<file path="config.mk">
export PLATFORM = sky130hd
export DESIGN_NAME = adjacent_difference_histogram_core
export DESIGN_NICKNAME = d
export VERILOG_FILES = /design/src/rtl/adh_pkg.sv /design/src/rtl/adh_ram.sv /design/src/rtl/adh_seq.sv /design/src/rtl/adjacent_difference_histogram_core.sv
export SDC_FILE = /design/constraint.sdc
export NUM_CORES = 2
export LEC_CHECK = 0
export ABC_AREA = 1
export ABC_CLOCK_PERIOD_IN_PS = 6330
export BUFFER_PORTS_ARGS = -buffer_cell sky130_fd_sc_hd__buf_2
export CAP_MARGIN = 25
export CORE_MARGIN = 2
export CORE_UTILIZATION = 55
export DETAILED_ROUTE_END_ITERATION = 8
export PLACE_DENSITY = 0.71
export SLEW_MARGIN = 20
export SYNTH_ARGS = -nofsm -noshare
export SYNTH_HDL_FRONTEND = slang
export SYNTH_SLANG_ARGS = --single-unit
</file>
<file path="constraint.sdc">
create_clock -name clk -period 6.33 [get_ports clk]
set_input_delay 0.633 -clock clk [delete_from_list [all_inputs] [get_ports clk]]
set_output_delay 0.633 -clock clk [all_outputs]
set_load 0.1 [all_outputs]
</file>
<file path="src/rtl/adh_pkg.sv">
// Shared types and constants for the adjacent difference histogram block.
`timescale 1ns / 1ps

package adh_pkg;

    localparam int DATA_W     = 32;
    localparam int USED_OUT_W = 7;
    localparam logic [DATA_W-1:0] COUNT_MAX = {DATA_W{1'b1}};

    typedef enum logic [2:0] {
        ST_IDLE,
        ST_SEARCH,
        ST_UPDATE,
        ST_APPEND,
        ST_DUMP_READ,
        ST_DUMP_OUT,
        ST_DUMP_EMPTY,
        ST_FINISH
    } state_t;

    typedef struct packed {
        logic [DATA_W-1:0] diff;
        logic [DATA_W-1:0] count;
    } entry_t;

    typedef struct packed {
        logic in_valid;
        logic in_last;
        logic have_prev;
        logic last_pend;
        logic hit;
        logic more;
        logic used_zero;
        logic final_entry;
        logic out_free;
    } seq_status_t;

    typedef struct packed {
        logic ready;
        logic k_clear;
        logic search_issue;
        logic write_hit;
        logic write_append;
        logic load_entry;
        logic load_empty;
        logic clear_set;
    } seq_ctrl_t;

endpackage

</file>
<file path="src/rtl/adh_ram.sv">
// Generic single write, single read RAM with registered read data.
`timescale 1ns / 1ps

module adh_ram #(
    parameter int WIDTH = 64,
    parameter int DEPTH = 64,
    localparam int AW = (DEPTH > 1) ? $clog2(DEPTH) : 1
) (
    input  logic             clk,
    input  logic             wr_en,
    input  logic [AW-1:0]    wr_addr,
    input  logic [WIDTH-1:0] wr_data,
    input  logic [AW-1:0]    rd_addr,
    output logic [WIDTH-1:0] rd_data
);

    logic [WIDTH-1:0] mem [DEPTH];

    always_ff @(posedge clk)
    begin
        if (wr_en)
        begin
            mem[wr_addr] <= wr_data;
        end
        rd_data <= mem[rd_addr];
    end

endmodule

</file>
<file path="src/rtl/adh_seq.sv">
// Sequencer for table search, update and dump.
`timescale 1ns / 1ps

module adh_seq (
    input  logic                clk,
    input  logic                rst_n,
    input  adh_pkg::seq_status_t status,
    output adh_pkg::seq_ctrl_t   ctrl
);

    import adh_pkg::*;

    state_t state_reg;
    state_t state_next;

    always_ff @(posedge clk or negedge rst_n)
    begin
        if (!rst_n)
        begin
            state_reg <= ST_IDLE;
        end
        else
        begin
            state_reg <= state_next;
        end
    end

    always_comb
    begin
        state_next = state_reg;
        unique case (state_reg)
            ST_IDLE:
            begin
                if (status.in_valid)
                begin
                    if (status.have_prev)
                    begin
                        state_next = ST_SEARCH;
                    end
                    else if (status.in_last)
                    begin
                        state_next = ST_DUMP_READ;
                    end
                end
            end
            ST_SEARCH:
            begin
                priority if (status.hit)
                begin
                    state_next = ST_UPDATE;
                end
                else if (!status.more)
                begin
                    state_next = ST_APPEND;
                end
            end
            ST_UPDATE, ST_APPEND:
            begin
                state_next = status.last_pend ? ST_DUMP_READ : ST_IDLE;
            end
            ST_DUMP_READ:
            begin
                state_next = status.used_zero ? ST_DUMP_EMPTY : ST_DUMP_OUT;
            end
            ST_DUMP_OUT:
            begin
                if (status.out_free)
                begin
                    state_next = status.final_entry ? ST_FINISH : ST_DUMP_READ;
                end
            end
            ST_DUMP_EMPTY:
            begin
                if (status.out_free)
                begin
                    state_next = ST_FINISH;
                end
            end
            ST_FINISH:
            begin
                state_next = ST_IDLE;
            end
            default:
            begin
                state_next = ST_IDLE;
            end
        endcase
    end

    always_comb
    begin
        ctrl = '0;
        unique case (state_reg)
            ST_IDLE:
            begin
                ctrl.ready   = 1'b1;
                ctrl.k_clear = 1'b1;
            end
            ST_SEARCH:
            begin
                ctrl.search_issue = !status.hit && status.more;
            end
            ST_UPDATE:
            begin
                ctrl.write_hit = 1'b1;
                ctrl.k_clear   = 1'b1;
            end
            ST_APPEND:
            begin
                ctrl.write_append = 1'b1;
                ctrl.k_clear      = 1'b1;
            end
            ST_DUMP_READ:
            begin
            end
            ST_DUMP_OUT:
            begin
                ctrl.load_entry = status.out_free;
            end
            ST_DUMP_EMPTY:
            begin
                ctrl.load_empty = status.out_free;
            end
            ST_FINISH:
            begin
                ctrl.clear_set = 1'b1;
            end
            default:
            begin
                ctrl = '0;
            end
        endcase
    end

endmodule

</file>
<file path="src/rtl/adjacent_difference_histogram_core.sv">
// Top level of the adjacent difference histogram block.
//
// Input channel (value, last_item): in_valid / in_stall, taken when in_valid is high and
// in_stall is low. Each value after the first of a set yields an absolute difference that
// is looked up in a table of distinct differences (first-appearance order).
// Output channel (diff, count, entry_valid, entries_used, overflow, last): out_valid /
// out_stall, one transaction per table entry, issued after the item marked last_item.
// A set holding a single value gives one transaction with entry_valid low.
// The search for a difference is sequential: it reads one table entry per cycle from the
// table RAM and ends at a hit or after the last used entry. The first value of a set
// starts no search. A dump reads each entry and then loads it into the output register,
// waiting while the receiver holds out_stall, and ends by clearing the set; the block
// keeps in_stall high until the dump is finished. The last result sits in the output
// register while the next value is accepted.
// Reset clears the set state (entry count, overflow, previous-value flag) at once;
// no clearing pass over the table is needed.
`timescale 1ns / 1ps

module adjacent_difference_histogram_core #(
    parameter int TABLE_DEPTH = 64
) (
    input  logic                                clk,
    input  logic                                rst_n,
    input  logic                                in_valid,
    output logic                                in_stall,
    input  logic [adh_pkg::DATA_W-1:0]          value,
    input  logic                                last_item,
    output logic                                out_valid,
    input  logic                                out_stall,
    output logic [adh_pkg::DATA_W-1:0]          diff,
    output logic [adh_pkg::DATA_W-1:0]          count,
    output logic                                entry_valid,
    output logic [adh_pkg::USED_OUT_W-1:0]      entries_used,
    output logic                                overflow,
    output logic                                last
);

    import adh_pkg::*;

    localparam int IDX_W = (TABLE_DEPTH > 1) ? $clog2(TABLE_DEPTH) : 1;
    localparam int CNT_W = $clog2(TABLE_DEPTH + 1);
    localparam logic [CNT_W-1:0] DEPTH_CNT = CNT_W'(TABLE_DEPTH);

    seq_status_t status;
    seq_ctrl_t   ctrl;

    entry_t            rd_entry;
    entry_t            wr_entry;
    logic              wr_en;
    logic [IDX_W-1:0]  wr_addr;
    logic [IDX_W-1:0]  rd_addr;
    logic [DATA_W-1:0] abs_diff;
    logic              in_fire;
    logic              hit;
    logic              more;
    logic              final_entry;
    logic              out_free;
    logic              table_full;

    // control state
    logic [CNT_W-1:0]  k_reg;
    logic [CNT_W-1:0]  used_reg;
    logic              overflow_reg;
    logic              have_prev_reg;
    logic              last_pend_reg;
    logic              cmp_valid_reg;
    logic              out_valid_reg;

    // payload
    logic [DATA_W-1:0] prev_reg;
    logic [DATA_W-1:0] diff_val_reg;
    logic [IDX_W-1:0]  cmp_idx_reg;
    logic [DATA_W-1:0] hit_count_reg;
    logic [DATA_W-1:0] count_next;
    entry_t            out_entry_reg;
    logic              entry_valid_reg;
    logic [USED_OUT_W-1:0] entries_used_reg;
    logic              overflow_out_reg;
    logic              last_reg;

    adh_seq u_seq (
        .clk    (clk),
        .rst_n  (rst_n),
        .status (status),
        .ctrl   (ctrl)
    );

    adh_ram #(
        .WIDTH ($bits(entry_t)),
        .DEPTH (TABLE_DEPTH)
    ) u_table (
        .clk     (clk),
        .wr_en   (wr_en),
        .wr_addr (wr_addr),
        .wr_data (wr_entry),
        .rd_addr (rd_addr),
        .rd_data (rd_entry)
    );

    assign in_fire     = in_valid && ctrl.ready;
    assign abs_diff    = (value > prev_reg) ? (value - prev_reg) : (prev_reg - value);
    assign hit         = cmp_valid_reg && (rd_entry.diff == diff_val_reg);
    assign more        = k_reg < used_reg;
    assign final_entry = (k_reg + CNT_W'(1)) == used_reg;
    assign out_free    = !out_valid_reg || !out_stall;
    assign table_full  = used_reg >= DEPTH_CNT;
    assign rd_addr     = k_reg[IDX_W-1:0];
    assign count_next  = (hit_count_reg == COUNT_MAX) ? hit_count_reg
                                                      : hit_count_reg + DATA_W'(1);

    always_comb
    begin
        status.in_valid    = in_valid;
        status.in_last     = last_item;
        status.have_prev   = have_prev_reg;
        status.last_pend   = last_pend_reg;
        status.hit         = hit;
        status.more        = more;
        status.used_zero   = (used_reg == '0);
        status.final_entry = final_entry;
        status.out_free    = out_free;
    end

    always_comb
    begin
        wr_en    = 1'b0;
        wr_addr  = cmp_idx_reg;
        wr_entry = '{diff: diff_val_reg, count: count_next};
        if (ctrl.write_hit)
        begin
            wr_en = 1'b1;
        end
        else if (ctrl.write_append && !table_full)
        begin
            wr_en    = 1'b1;
            wr_addr  = used_reg[IDX_W-1:0];
            wr_entry = '{diff: diff_val_reg, count: DATA_W'(1)};
        end
    end

    always_ff @(posedge clk or negedge rst_n)
    begin
        if (!rst_n)
        begin
            k_reg         <= '0;
            used_reg      <= '0;
            overflow_reg  <= 1'b0;
            have_prev_reg <= 1'b0;
            last_pend_reg <= 1'b0;
            cmp_valid_reg <= 1'b0;
            out_valid_reg <= 1'b0;
        end
        else
        begin
            cmp_valid_reg <= ctrl.search_issue;

            if (ctrl.k_clear)
            begin
                k_reg <= '0;
            end
            else if (ctrl.search_issue || ctrl.load_entry)
            begin
                k_reg <= k_reg + CNT_W'(1);
            end

            if (in_fire)
            begin
                have_prev_reg <= 1'b1;
                last_pend_reg <= last_item;
            end

            if (ctrl.write_append)
            begin
                if (table_full)
                begin
                    overflow_reg <= 1'b1;
                end
                else
                begin
                    used_reg <= used_reg + CNT_W'(1);
                end
            end

            if (ctrl.clear_set)
            begin
                used_reg      <= '0;
                overflow_reg  <= 1'b0;
                have_prev_reg <= 1'b0;
                last_pend_reg <= 1'b0;
            end

            if (ctrl.load_entry || ctrl.load_empty)
            begin
                out_valid_reg <= 1'b1;
            end
            else if (!out_stall)
            begin
                out_valid_reg <= 1'b0;
            end
        end
    end

    always_ff @(posedge clk)
    begin
        if (in_fire)
        begin
            prev_reg     <= value;
            diff_val_reg <= abs_diff;
        end

        if (ctrl.search_issue)
        begin
            cmp_idx_reg <= k_reg[IDX_W-1:0];
        end

        if (cmp_valid_reg)
        begin
            hit_count_reg <= rd_entry.count;
        end

        if (ctrl.load_entry)
        begin
            out_entry_reg    <= rd_entry;
            entry_valid_reg  <= 1'b1;
            entries_used_reg <= USED_OUT_W'(used_reg);
            overflow_out_reg <= overflow_reg;
            last_reg         <= final_entry;
        end
        else if (ctrl.load_empty)
        begin
            out_entry_reg    <= '0;
            entry_valid_reg  <= 1'b0;
            entries_used_reg <= '0;
            overflow_out_reg <= overflow_reg;
            last_reg         <= 1'b1;
        end
    end

    assign in_stall     = !ctrl.ready;
    assign out_valid    = out_valid_reg;
    assign diff         = out_entry_reg.diff;
    assign count        = out_entry_reg.count;
    assign entry_valid  = entry_valid_reg;
    assign entries_used = entries_used_reg;
    assign overflow     = overflow_out_reg;
    assign last         = last_reg;

endmodule

</file>
==> results.toml <==
[synthesis]
yosysWarnings = 0
syn_area_um2 = 174900
yosys_most_used_dff = "edfxtp_1"
ys_async_sr_fraction = 0.005048
synth_edf_count = 4271
synth_cell_types = 45
ys_seq_elements = 4358
ys_seq_area_frac = 0.7440
synth_nets = 14020
synthCells = 13900
synth_area_per_cell_um2 = 12.58

[drt]
ant_nets = 0
drt-pass1-iter-count = 7
vias = 118000
drt_wl_total_um = 520700
wl_per_cell_um = 28.22
drc = 0
via_per_inst = 6.394
dr.first_iter.drc_count = 17760

[cts]
cts_tree = "yes"
clockRootBuffer = "clkbuf_16"
cts_sinks = 4358
h-tree-depth = 5
postCtsSetupBuffers = 0
ctsHoldBuffers = 35
clkTransAtPathRegs_ns = 0.07
clock_latency_ns = 1.00
ctsResizeCount = 0
cts_made_buffers = 431
clk_path_buf_depth = 4

[worst_setup_path]
critPathBufInv = 3
r2r-start = "u_seq.state_reg[0]"
rrSetupSlack_ns = 1.73
r2r_end = "u_table.mem[26][58]"
cp.arrival_ns = 5.24
path_cells = "nand2_2 > nor3_4 > buf_4 > or2_2 > o21ai_2 > inv_1 > nand3_1 > nor2_4 > buf_4"
worst_ep_required_time_ns = 6.97
ff2ff_path_depth = 9
cp_slowest_cell = "nor2_4"
critPathLaunch = "u_seq.state_reg[0]"
critPathTopFamily = "simple AND/OR/NAND/NOR gates"
crit_path_frequent_cell = "buf_4"
crit_path_end_kind = "register"
cp_max_fo = 29
cpPeakStageDelay_ns = 1.01
cp-start-kind = "register"
crit_type = "register to register"

[placement]
dp.cells = 17600
detailed_place_hpwl_um = 283500
io_buffers = 112
gp_congestion = 0.9213
place_area_um2 = 180800
place_ws_ns = 1.731

[timing]
clock_skew_ns = 0.07673
period_needed_ns = 4.600
worstMarginPinSlew_ns = 1.207
hold_viol_final = 0
slew-limit-headroom = 0.1952
slew_violations = 0
fin_hold_ws_ns = 0.2197
clock.fmax_ghz = 0.2174
final-setup-viol-count = 0
rsz0062_at_grt = "false"
fin_setup_tns_ns = 0
layout_setup_ws_ns = 1.730
post-route-period-util = 0.7267

[cells_and_area]
final-instance-count-excl-fill = 18450
largest_register = "u_table.mem"
drive_above_1_share = 0.08568
area_growth_pct = 11.78
largest_reg_flops = 4096
final_area_um2 = 195500
top_regs = "u_table.mem: 4096 flops, u_table.rd_data: 64 flops"
final_core_utilization = 0.6161
n_fill_cell = 23270
fin_nets = 14000

[hold_path]
holdCritPathClass = "input pin to asynchronous set/reset pin"

[grt]
antenna_found_initial = 12
grt_overflow = 0
grt_pass1_vias = 109100
grt_start_max_net_pins = 199
grt_use_total = 0.3150
grt_pass1_wl_um = 743900

[floorplanning]
initial_utilization = 0.5512
fp.dieArea_um2 = 322500
design.core.area_um2 = 317300
ioPinCount = 113
fp.dieW_um = 567.9
die_h_um = 567.9
num_rows = 207

[power_and_ir_drop]
powerDensity_nw_per_um2 = 432.3
p_leak_nw = 65.52
peakVddDrop_uv = 328.1
totalPowerFinal_mw = 84.51

[run]
maxCapViolations = 0

[status]
outcome = "finished clean"
[kinds of logic after synthesis]
family	count (synthesis)	synth area share
adder cells (fa/ha/maj)	76	0.005523
flip-flops	4358	0.7440
XOR/XNOR	73	0.003656
buffers and inverters	1208	0.03069
AO/OA/AOI/OAI	3329	0.1031
AND/OR/NAND/NOR	4860	0.1131
[placed cells by master, fill, tap and decap left out, types with 25 or more instances in the layout]
cell type and count:
edfxtp_1 4271, nor2_1 2244, o21ai_0 2135, nand2_1 1459, o22ai_1 1027, nand3_1 946, clkbuf_16 437, inv_1 263
buf_4 243, buf_2 112, a21oi_1 104, clkinv_2 93, clkbuf_1 85, buf_12 84, clkinv_1 83, ha_1 74
nor2_4 67, dfxtp_1 65, and2_1 64, xor2_1 52, bufinv_16 39, dlygate4sd3_1 35, clkbuf_8 30, nand4_1 27
nor3_1 27, a21oi_4 25
[where the power goes]
| part | switching (mW) | leakage (nW) | internal [mW] |
|---|---|---|---|
| Clock | 11.0 | 6.96 | 14.6 |
| Sequential | 0.988 | 39.3 | 34.9 |
| Combinational | 17.2 | 19.2 | 5.81 |
[Yosys cell counts, types with 27 or more instances]
cell type	n	share of area
buf_6	48	0.0031
nor2_1	2311	0.050
o21ai_0	2136	0.061
buf_2	252	0.0072
inv_1	266	0.0057
nand4_1	27	0.00097
and2_1	64	0.0023
buf_4	34	0.0015
edfxtp_1	4271	0.73
nand2_1	1459	0.031
dfxtp_1	65	0.0074
ha_1	74	0.0053
xor2_1	52	0.0026
a21oi_1	129	0.0037
buf_1	48	0.0010
nand3_1	946	0.027
nor3_1	29	0.00083
clkbuf_1	539	0.012
o22ai_1	1027	0.037
[worst max path at each step]
| stage | endpoint | cells past startpoint | slack, ns |
|---|---|---|---|
| 4_1_cts | u_table.mem[26][58] | 7 | 1.75 |
| 2_1_floorplan | last_pend_reg | 7 | 1.47 |
| 5_1_grt | u_table.mem[26][58] | 9 | 1.62 |
| 6_report | u_table.mem[26][58] | 9 | 1.73 |
| 3_5_place_dp | u_table.mem[26][39] | 7 | 1.73 |
| 3_3_place_gp | u_table.mem[26][39] | 7 | 1.85 |
[layer usage]
| metal | routed length, um | GRT usage | vias to the layer above |
|---|---|---|---|
| li1 | - | - | 50840 |
| met1 | 185900 | 0.4253 | 57570 |
| met2 | 234100 | 0.4801 | 8164 |
| met3 | 65610 | 0.06036 | 1397 |
| met4 | 34970 | 0.1857 | 6 |
| met5 | 35 | 0 | - |
[final cells by class]
| class | count | area [um2] | area share |
|---|---|---|---|
| flip-flops and latches | 4358 | 130100 | 0.6657 |
| multi-input cells | 8338 | 40230 | 0.2058 |
| clock buffers | 552 | 11670 | 0.05969 |
| well taps | 4180 | 5230 | 0.02675 |
| repair buffers | 485 | 4613 | 0.02360 |
| clock inverters | 255 | 2509 | 0.01283 |
| inverters | 274 | 1082 | 0.005537 |
| diodes | 10 | 25.02 | 0.0001280 |
Note: power is estimated with default switching activity, not from simulation.
